==> src/hw/rtl/ctlq_pkg.sv <==
// ----------------------------------------------------------------------------
// ctlq_pkg
// Types, codes and constants shared by the carrier and tone lock qualifier.
// ----------------------------------------------------------------------------
package ctlq_pkg;

	// Command codes
	localparam logic [1:0] FUNC_START   = 2'd0;
	localparam logic [1:0] FUNC_TICK    = 2'd1;
	localparam logic [1:0] FUNC_CARRIER = 2'd2;
	localparam logic [1:0] FUNC_CODE    = 2'd3;

	// Search phases as shown on the result
	localparam logic [2:0] PH_CARRIER      = 3'd0;
	localparam logic [2:0] PH_CODE         = 3'd1;
	localparam logic [2:0] PH_FOUND        = 3'd2;
	localparam logic [2:0] PH_CODE_FAIL    = 3'd3;
	localparam logic [2:0] PH_CARRIER_FAIL = 3'd4;

	// Code kinds
	localparam logic [1:0] KIND_NONE    = 2'd0;
	localparam logic [1:0] KIND_TONE    = 2'd1;
	localparam logic [1:0] KIND_DIGITAL = 2'd2;

	// Register indexes
	localparam logic [1:0] REG_SINGLE_FREQ  = 2'd0;
	localparam logic [1:0] REG_TIMEOUT      = 2'd1;
	localparam logic [1:0] REG_FREQ_TO_EN   = 2'd2;
	localparam logic [1:0] REG_CODE_TO_EN   = 2'd3;

	localparam logic [31:0] NEAR_LIMIT      = 32'd100;
	localparam logic [1:0]  HITS_NEEDED     = 2'd3;
	localparam logic [7:0]  NO_CODE         = 8'hFF;
	localparam logic [31:0] NO_FREQ         = 32'hFFFF_FFFF;
	localparam logic [15:0] TIMER_MAX       = 16'hFFFF;
	localparam logic [15:0] TIMEOUT_RESET   = 16'd1000;

	typedef struct packed {
		logic [1:0]  func;
		logic [26:0] frequency;
		logic [1:0]  code_kind;
		logic [7:0]  code_index;
	} cmd_t;

	typedef struct packed {
		logic [2:0]  phase;
		logic [31:0] locked_frequency;
		logic [1:0]  result_kind;
		logic [7:0]  result_code;
		logic        result_valid;
		logic        alert;
	} res_t;

	typedef struct packed {
		logic [1:0]  index;
		logic [15:0] value;
	} cfg_wr_t;

	typedef struct packed {
		logic        single_freq_mode;
		logic [15:0] timeout_ticks;
		logic        freq_timeout_enable;
		logic        code_timeout_enable;
	} cfg_t;

	typedef struct packed {
		logic [2:0]  phase;
		logic [31:0] held_freq;
		logic [1:0]  hit_count;
		logic [1:0]  cand_kind;
		logic [7:0]  cand_code;
		logic        cand_valid;
		logic [15:0] tick_timer;
	} srch_state_t;

endpackage

==> src/hw/rtl/ctlq_step.sv <==
// ----------------------------------------------------------------------------
// ctlq_step
// Next-state logic of the search for one command.
// ----------------------------------------------------------------------------
module ctlq_step (
	input  ctlq_pkg::cmd_t      cmd,
	input  ctlq_pkg::cfg_t      regs,
	input  ctlq_pkg::srch_state_t cur,
	output ctlq_pkg::srch_state_t nxt,
	output logic                alert
);
	import ctlq_pkg::*;

	logic [31:0] freq_ext;
	logic [31:0] diff;
	logic [31:0] offset_mag;
	logic        near;
	logic [1:0]  hit_inc;

	// Distance from the held frequency, two's complement magnitude
	assign freq_ext   = {5'd0, cmd.frequency};
	assign diff       = freq_ext - cur.held_freq;
	assign offset_mag = diff[31] ? (32'd0 - diff) : diff;
	assign near       = offset_mag < NEAR_LIMIT;
	assign hit_inc    = (cur.hit_count < HITS_NEEDED) ? cur.hit_count + 2'd1 : HITS_NEEDED;

	always_comb begin
		logic done;
		logic fail_en;
		done    = 1'b0;
		fail_en = 1'b0;
		nxt     = cur;
		alert   = 1'b0;

		// Start, or count a tick
		if (cmd.func == FUNC_START) begin
			nxt.phase      = regs.single_freq_mode ? PH_CODE : PH_CARRIER;
			nxt.held_freq  = regs.single_freq_mode ? freq_ext : NO_FREQ;
			nxt.cand_kind  = KIND_NONE;
			nxt.cand_code  = NO_CODE;
			nxt.cand_valid = 1'b0;
			nxt.hit_count  = 2'd0;
			nxt.tick_timer = 16'd0;
			done           = 1'b1;
		end else if (cmd.func == FUNC_TICK && cur.tick_timer != TIMER_MAX) begin
			nxt.tick_timer = cur.tick_timer + 16'd1;
		end

		// Fail a running phase once the timer reaches its limit and its timeout applies
		if (!done && (cur.phase == PH_CARRIER || cur.phase == PH_CODE)
				&& nxt.tick_timer >= regs.timeout_ticks) begin
			if (cur.phase == PH_CARRIER) begin
				fail_en = regs.single_freq_mode ? regs.code_timeout_enable
					: regs.freq_timeout_enable;
				if (fail_en) begin
					nxt.phase = PH_CARRIER_FAIL;
					alert     = 1'b1;
					done      = 1'b1;
				end
			end else if (regs.code_timeout_enable || !regs.single_freq_mode) begin
				nxt.phase = PH_CODE_FAIL;
				alert     = 1'b1;
				done      = 1'b1;
			end
		end

		// Carrier readings: count close readings, lock on the third
		if (!done && cmd.func == FUNC_CARRIER && cur.phase == PH_CARRIER) begin
			nxt.hit_count = near ? hit_inc : 2'd0;
			nxt.held_freq = freq_ext;
			if (near && hit_inc == HITS_NEEDED) begin
				nxt.cand_kind  = KIND_NONE;
				nxt.cand_code  = NO_CODE;
				nxt.cand_valid = 1'b0;
				nxt.hit_count  = 2'd0;
				nxt.tick_timer = 16'd0;
				nxt.phase      = PH_CODE;
				alert          = 1'b1;
			end
		end else if (!done && cmd.func == FUNC_CODE && cur.phase == PH_CODE) begin
			// Code readings: digital locks at once, tone after three alike
			if (cmd.code_kind == KIND_DIGITAL || cmd.code_kind == KIND_TONE) begin
				if (cmd.code_index == NO_CODE) begin
					nxt.cand_kind  = KIND_NONE;
					nxt.cand_code  = NO_CODE;
					nxt.cand_valid = 1'b0;
					nxt.hit_count  = 2'd0;
				end else if (cmd.code_kind == KIND_DIGITAL) begin
					nxt.hit_count  = 2'd0;
					nxt.cand_kind  = KIND_DIGITAL;
					nxt.cand_code  = cmd.code_index;
					nxt.cand_valid = 1'b1;
					nxt.phase      = PH_FOUND;
					alert          = 1'b1;
				end else if (cmd.code_index == cur.cand_code
						&& cur.cand_kind == KIND_TONE) begin
					nxt.hit_count = hit_inc;
					if (hit_inc == HITS_NEEDED) begin
						nxt.phase      = PH_FOUND;
						nxt.cand_valid = 1'b1;
						alert          = 1'b1;
					end
				end else begin
					nxt.hit_count  = 2'd1;
					nxt.cand_kind  = KIND_TONE;
					nxt.cand_code  = cmd.code_index;
					nxt.cand_valid = 1'b0;
				end
			end
		end
	end
endmodule

==> config.mk <==
export PLATFORM = sky130hd
export DESIGN_NAME = ctlq_step
export DESIGN_NICKNAME = d
export VERILOG_FILES = /design/src/hw/rtl/ctlq_pkg.sv /design/src/hw/rtl/ctlq_step.sv
export SDC_FILE = /design/constraint.sdc
export NUM_CORES = 1
export LEC_CHECK = 0
export BUFFER_PORTS_ARGS = -buffer_cell sky130_fd_sc_hd__buf_4
export CAP_MARGIN = 20
export CORE_UTILIZATION = 35
export DETAILED_ROUTE_END_ITERATION = 8
export SLEW_MARGIN = 15
export SYNTH_ARGS = -nofsm -noshare
export SYNTH_HDL_FRONTEND = slang
export SYNTH_SLANG_ARGS = --single-unit
==> constraint.sdc <==
create_clock -name vclk -period 12.8
set_input_delay 3.84 -clock vclk [all_inputs]
set_output_delay 3.84 -clock vclk [all_outputs]
set_load 0.005 [all_outputs]
==> metrics.txt, run 1 <==
status complete, no violations; IO buf count 187; yosys warns 0; Slew HR 0.398; area taken by flip-flops and latches 0 sq um; CP max-delay cell a21oi_2; Final Cycle Share 0.964; Highest Clock Rate 0.0810 GHz; placed insts 1048; DR DRC count 0; Finish-stage setup viols 0; fin cells 1053; Synth cell types between 70 and 80; Layout Nets 1051; vias 5941; Core Region roughly 13000 sq um; post-route minimum period approximately 12000 ps; io pins 187; combinational share of power 1.000; share of layout cells above drive strength 1 0.275; initial DRC count approximately 380; Setup crit end kind output port; filler cell count ~1.3k; Sw Pwr 156 uW; sw frac 0.553; Int Power 126 uW; clkbuf count 0; HPWL Detailed 13100 microns; Crit path max-delay family compound AO/OA/AOI/OAI gates; commonest non-fill, non-tap cells in the layout buf_4, nor2_1, nand2_1; Pwr Density 45.0 nW/um^2; commonest non-fill, non-tap cell in the layout buf_4; max_cap viols 0; total grt overflow 0; critical path depth in cells 17; die area about 14000 sq um; Syn Inst Count 705; wire per inst between 15 and 20 microns; endpoints failing hold 0; # diodes 0; vias in the first global route 5309; die width ~120 microns; Finished Core Util 0.492; most frequent CP cell buf_4; Seq/Total Area, Yosys 0; area of the multi-input gates 4370 sq um; GP Congestion ~0.85; hold depth 3; Area Growth Syn to Fin 35.9%; Mapped Area 4610 sq um; GR Util All Layers 0.215; crit path cell chain buf_4, inv_1, ha_1, fa_1, nor2b_1, o21bai_1, a211oi_2, o2111ai_1, a21oi_1, o21ai_1, o31a_1, a2111oi_0, o221ai_1, a21oi_2, nand4_4, and2_4, buf_4; Seq pwr share 0; first-pass GRT wire length 24600 microns; VDD IR max between 0.015 and 0.02 mV; Setup CP Type input pin to output port; worst path required time between 8000 and 9000 ps; total negative slack 0 ps; site row count about 40; RSZ-0062 raised after global routing false; Routed Antenna Nets 0; CP bufs+invs 3; actual slew at the worst max-slew pin roughly 890 ps; CP arrival 8500 ps; min-delay worst type input pin to output port; Leakage 2.88 nW; largest net degree at the start of global routing 29; antenna violations before repair 0; Initial Utilization 0.362; Clock Power Share 0; Max Transition Viols Final 0; startpoint types input pin; Seq cells 0; Syn Nets 873; final WL 16000 microns; largest fanout on the critical path 7; vias per cell 5.64; Die H 117 microns; CP peak stage delay between 500 and 600 ps; Mean Syn Cell Area 6.53 sq um; Tot Pwr between 200 and 300 uW; drt pass-1 iters 5
==> repair_timing <==
item / CTS / global route
endpoints found under the setup margin: 0 / 31
hold buffers: 0 / 0
resized for setup: 0 / 12
setup buffers: 0 / 2
==> final timing paths <==
kind  startpoint  endpoint  slack, ps
max      cmd[10]    nxt[6]        460
min      cur[50]   nxt[50]       7960
==> cells by family after synthesis <==
group                      share of synthesized area
AOI/OAI and AO/OA                              0.364
xor gates and xnor gates                      0.0666
adders and majority gates                      0.127
buffers and inverters                         0.0690
muxes                                         0.0147
and+or+nand+nor                                0.359
==> metrics by stage <==
stage               hold WS [ps]  cell area (sq um)  setup WS [ps]
floorplan                   7790               4610            761
global placement            7960               6160            448
detailed placement          7960               6160            209
CTS                         7970               6160            193
global route                7980               6260           57.0
finish                      7960               6260            459
==> Yosys cell counts, types with 10 or more instances <==
library cell,n,area [sq um]
a21o_1,20,150
a21oi_1,43,215
and2_1,15,93.8
clkbuf_1,14,52.6
ha_1,45,563
inv_1,55,206
nand2_1,68,255
nand2b_1,10,62.6
nand3_1,22,110
nand4_1,22,138
nor2_1,69,259
nor3_1,21,105
nor4_1,13,81.3
o21a_1,10,75.1
o21ai_0,43,215
o22a_1,28,245
o22ai_1,10,62.6
xnor2_1,18,158
xor2_1,17,149
==> cell type report <==
class,instances,area share
multi-input cells,631,0.698
well taps,172,0.0344
repair buffers,195,0.235
inverters,55,0.0330
==> layer usage <==
metal  track usage  up-vias  share of wire  wire length [microns]
li1              -     2998              -                      -
met1         0.285     2745           0.45                   7210
met2         0.393      182           0.49                   7840
met3        0.0125       16          0.050                    801
met4        0.0245        0          0.012                    185
met5             0        -              0                      0
==> power groups by stage <==
| stage | Combinational [mW] | Sequential [mW] | Clock, mW |
|---|---|---|---|
| after floorplan | 0.174 | 0 | 0 |
| after global placement | 0.272 | 0 | 0 |
| after detailed placement | 0.275 | 0 | 0 |
| after CTS | 0.276 | 0 | 0 |
| after global routing | 0.312 | 0 | 0 |
| final | 0.282 | 0 | 0 |
No activity file was read; power rests on OpenSTA's default activity.
==> run 2: changes to the inputs <==
REMOVE_ABC_BUFFERS = 1   (was default)
clock period = 10.8 ns   (was 12.8 ns; I/O delays follow)
==> metrics.txt, run 2 (same netlist as run 1, synthesis figures left out) <==
post-route minimum period 10640 ps; CTS Hold Buffers Added 0 (unchanged); WHS 6760 ps (-1200 ps); Leakage 3.02 nW (+4.7%); Slew HR 0.489 (+0.0912); sw frac 0.547 (-0.00636); RSZ-0062 raised after global routing true; Max Transition Viols Final 0 (unchanged); largest net degree at the start of global routing 29 (unchanged); CP max-delay cell or4_4; pre-CTS setup slack -196 ps (-405 ps); total grt overflow 0 (unchanged); Seq cells 0 (unchanged); Setup crit end kind output port; antenna violations before repair 0 (unchanged); min-delay worst type input pin to output port; die width 117 microns (unchanged); first-pass GRT wire length 25800 microns (+5.0%); GP Congestion 0.884 (+3.9%); Clock Power Share 0 (unchanged); Final Cycle Share 0.985; CP arrival 7400 ps (-1100 ps); filler cell count 1356 (+1.6%); CP peak stage delay 490 ps (-20 ps); Tot Pwr 348 uW (+23%); vias 6121 (+3.0%); area taken by flip-flops and latches 0 sq um (unchanged); status complete, no violations; Setup CP Type input pin to output port; Int Power 158 uW (+25%); Die H 117 microns (unchanged); area of the multi-input gates 4500 sq um (+3.0%); Pwr Density 52.5 nW/um^2 (+17%); combinational share of power 1.000 (about the same); Area Growth Syn to Fin 43.9%; site row count 41 (unchanged); Finished Cell Area 6630 sq um (+5.9%); worst path required time 7560 ps (-1400 ps); vias in the first global route 5565 (+4.8%); drt pass-1 iters 5 (unchanged); wire per inst 15.6 microns (+2.4%); max_cap viols 0 (unchanged); final WL 16800 microns (+4.9%); VDD IR max 0.0204 mV (+34%); DR DRC count 0 (unchanged); initial DRC count 433 (+15%); HPWL Detailed 13700 microns (+4.2%); Sw Pwr 190 uW (+22%); IO buf count 187 (unchanged); clkbuf count 0 (unchanged); GR Util All Layers 0.227 (+0.0121); commonest non-fill, non-tap cells in the layout buf_4, nand2_1, nor2_1; # diodes 0 (unchanged); vias per cell 5.68 (+0.64%); Highest Clock Rate between 0.09 and 0.1 GHz; Layout Nets 1076 (+2.4%); largest fanout on the critical path 8 (+1); Post-DP Area 6340 sq um (+3.0%); Worst Setup Slack, final 164 ps (-295 ps); Finish-stage setup viols 0 (unchanged); endpoints failing hold 0 (unchanged); die area 13600 sq um (unchanged); Core Region 12700 sq um (unchanged); Crit path max-delay family simple AND/OR/NAND/NOR gates; Initial Utilization 0.362 (unchanged); io pins 187 (unchanged); CP bufs+invs 3 (unchanged); commonest non-fill, non-tap cell in the layout buf_4; share of layout cells above drive strength 1 0.322 (+0.0476); Seq pwr share 0 (unchanged); actual slew at the worst max-slew pin 761 ps (-130 ps); startpoint types input pin; Routed Antenna Nets 0 (unchanged)
run 2: cell type report:
type,instances,area share
multi-input cells,629,0.679
repair buffers,222,0.257
well taps,172,0.0325
inverters,55,0.0312
run 2: routing by layer:
layer / global-route usage / routed length (microns) / vias up
li1: - / - / 3047
met1: 0.292 / 7230 / 2860
met2: 0.428 / 8650 / 193
met3: 0.00986 / 756 / 21
met4: 0.0287 / 185 / 0
met5: 0 / 0 / -
run 2: final timing paths:
kind / end / startpoint / slack (ps) / cells past startpoint
setup / recovery: nxt[20] / cur[5] / 160 / 25
hold / removal: nxt[40] / cur[40] / 6760 / 3
run 2: power groups by stage:
| stage | Sequential [mW] | Combinational [mW] | Clock, mW |
|---|---|---|---|
| after CTS | 0 | 0.337 | 0 |
| after detailed placement | 0 | 0.332 | 0 |
| after global placement | 0 | 0.328 | 0 |
| after floorplan | 0 | 0.203 | 0 |
| after global routing | 0 | 0.384 | 0 |
| final | 0 | 0.348 | 0 |
run 2: per-stage QoR:
step	utilization	setup TNS (ps)	instances
6_report	0.521	0	1078
3_5_place_dp	0.498	-4710	1069
4_1_cts	0.503	0	1071
2_1_floorplan	-	-1370	683
3_3_place_gp	0.498	0	1069
5_1_grt	0.521	-934	1078
run 2: what timing repair did:
| item | CTS | global route |
|---|---|---|
| setup endpoints to repair | 52 | 64 |
| pin swaps | 3 | 26 |
| cloned | 0 | 1 |
| buffers inserted | 2 | 6 |
| gates resized for setup | 12 | 33 |
==> run 3: changes to the inputs <==
PLACE_DENSITY = 0.64   (was default)
RECOVER_POWER = 50   (was default)
==> metrics.txt, run 3 (same netlist as run 1, synthesis figures left out) <==
post-route minimum period 10620 ps (-18.5 ps); Leakage 3.02 nW (+0.21%); first-pass GRT wire length 23800 microns (-7.9%); max_cap viols 0 (unchanged); wire per inst 14.3 microns (-8.6%); critical path depth in cells 26 (+4.0%); GR Util All Layers 0.207 (-0.0200); total grt overflow 0 (unchanged); DR DRC count 0 (unchanged); Area Growth Syn to Fin 42.8%; CP bufs+invs 3 (unchanged); die width 117 microns (unchanged); min-delay worst type input pin to output port; status complete, no violations; Max Transition Viols Final 0 (unchanged); initial DRC count 334 (-23%); actual slew at the worst max-slew pin 961 ps (+200 ps); clkbuf count 0 (unchanged); CP peak stage delay 310 ps (-180 ps); vias in the first global route 5246 (-5.7%); share of layout cells above drive strength 1 0.309 (-0.0128); commonest non-fill, non-tap cells in the layout buf_4, nor2_1, nand2_1; Final Cycle Share 0.983 (-0.00172); Initial Utilization 0.362 (unchanged); io pins 187 (unchanged); Highest Clock Rate 0.0942 GHz (+0.17%); die area 13600 sq um (unchanged); CP endpoint nxt[11]; placed insts 1073 (+0.37%); commonest non-fill, non-tap cell in the layout buf_4; IO buf count 187 (unchanged); vias per cell 5.53 (-2.5%); HPWL Detailed 12700 microns (-7.3%); Finish-stage setup viols 0 (unchanged); Crit path max-delay family simple AND/OR/NAND/NOR gates; endpoints failing hold 0 (unchanged); Core Region 12700 sq um (unchanged); VDD IR max 0.0183 mV (-10%); Pwr Density 51.4 nW/um^2 (-2.1%); worst path required time 7560 ps (about the same); Tot Pwr 338 uW (-2.8%); drt pass-1 iters 5 (unchanged); # diodes 0 (unchanged); Layout Nets 1078 (+0.19%); fin cells 1080 (+0.19%); CP arrival 7380 ps (-20 ps); site row count 41 (unchanged); vias 5976 (-2.4%); antenna violations before repair 0 (unchanged); Slew HR 0.350 (-0.139); crit path from cur[6]; GP Congestion 0.894 (+1.1%); Seq cells 0 (unchanged); startpoint types input pin; Setup crit end kind output port; largest net degree at the start of global routing 28 (-3.4%); Routed Antenna Nets 0 (unchanged); final WL 15400 microns (-8.4%); largest fanout on the critical path 13 (+5); Die H 117 microns (unchanged); filler cell count 1367 (+0.81%); CP max-delay cell or2_4; area taken by flip-flops and latches 0 sq um (unchanged); Setup CP Type input pin to output port
## run 3: changes by cell type in the layout (fill, tap and decap cells not counted), moves of 2 or more
cell	change
ha_1	+3
buf_6	-3
nor3_1	+2
ha_2	-3
clkbuf_16	+2
clkbuf_4	+19
buf_4	-16
## run 3: layout make-up
| type | count | area [sq um] | area share |
|---|---|---|---|
| Timing Repair Buffer | 225 | 1750 | 0.265 |
| Multi-Input combinational cell | 628 | 4410 | 0.670 |
| Tap cell | 172 | 215 | 0.0327 |
| Inverter | 55 | 206 | 0.0314 |
## run 3: worst min-delay path by stage
stage,startpoint,to,slack [ps],depth (start not counted)
after floorplan,cur[29],nxt[29],6590,1
after global placement,cur[47],nxt[47],6770,3
after detailed placement,cur[54],nxt[54],6760,3
after CTS,cur[40],nxt[40],6770,3
after global routing,cur[40],nxt[40],6770,3
final,cur[40],nxt[40],6760,3
## run 3: per-stage QoR
stage | area (sq um) | hold slack [ps] | TNS (ps) | setup WS, ps | util
after CTS | 6430 | 6770 | 0 | 18.3 | 0.506
after global routing | 6580 | 6770 | -244 | -29.7 | 0.517
after detailed placement | 6370 | 6760 | -9030 | -421 | 0.501
after global placement | 6370 | 6770 | -5070 | -306 | 0.501
final | 6580 | 6760 | 0 | 182 | 0.517
after floorplan | 4490 | 6590 | -1370 | -87.0 | -
## run 3: power breakdown
part           switching [mW]  internal, mW  leakage, nW
combinational           0.182         0.156         3.02
clock                       0             0            0
sequential                  0             0            0
## run 3: tightest hold or removal path, stage by stage
cell    delay, ps
buf_4          80
o22a_1        100
buf_4         100
## run 3: timing repair
| item | CTS | global route |
|---|---|---|
| hold buffers | 0 | 0 |
| setup buffers | 1 | 4 |
| resized for setup | 12 | 17 |
| pin swaps | 4 | 14 |
| endpoints found under the setup margin | 64 | 63 |
| cloned | 0 | 2 |
## run 3: routing by layer
layer  up-vias  part of all wire  track usage
met3        14             0.040      0.00882
met4         0             0.010       0.0186
met1      2743              0.46        0.288
met5         -                 0            0
li1       3064                 -            -
met2       155              0.49        0.367
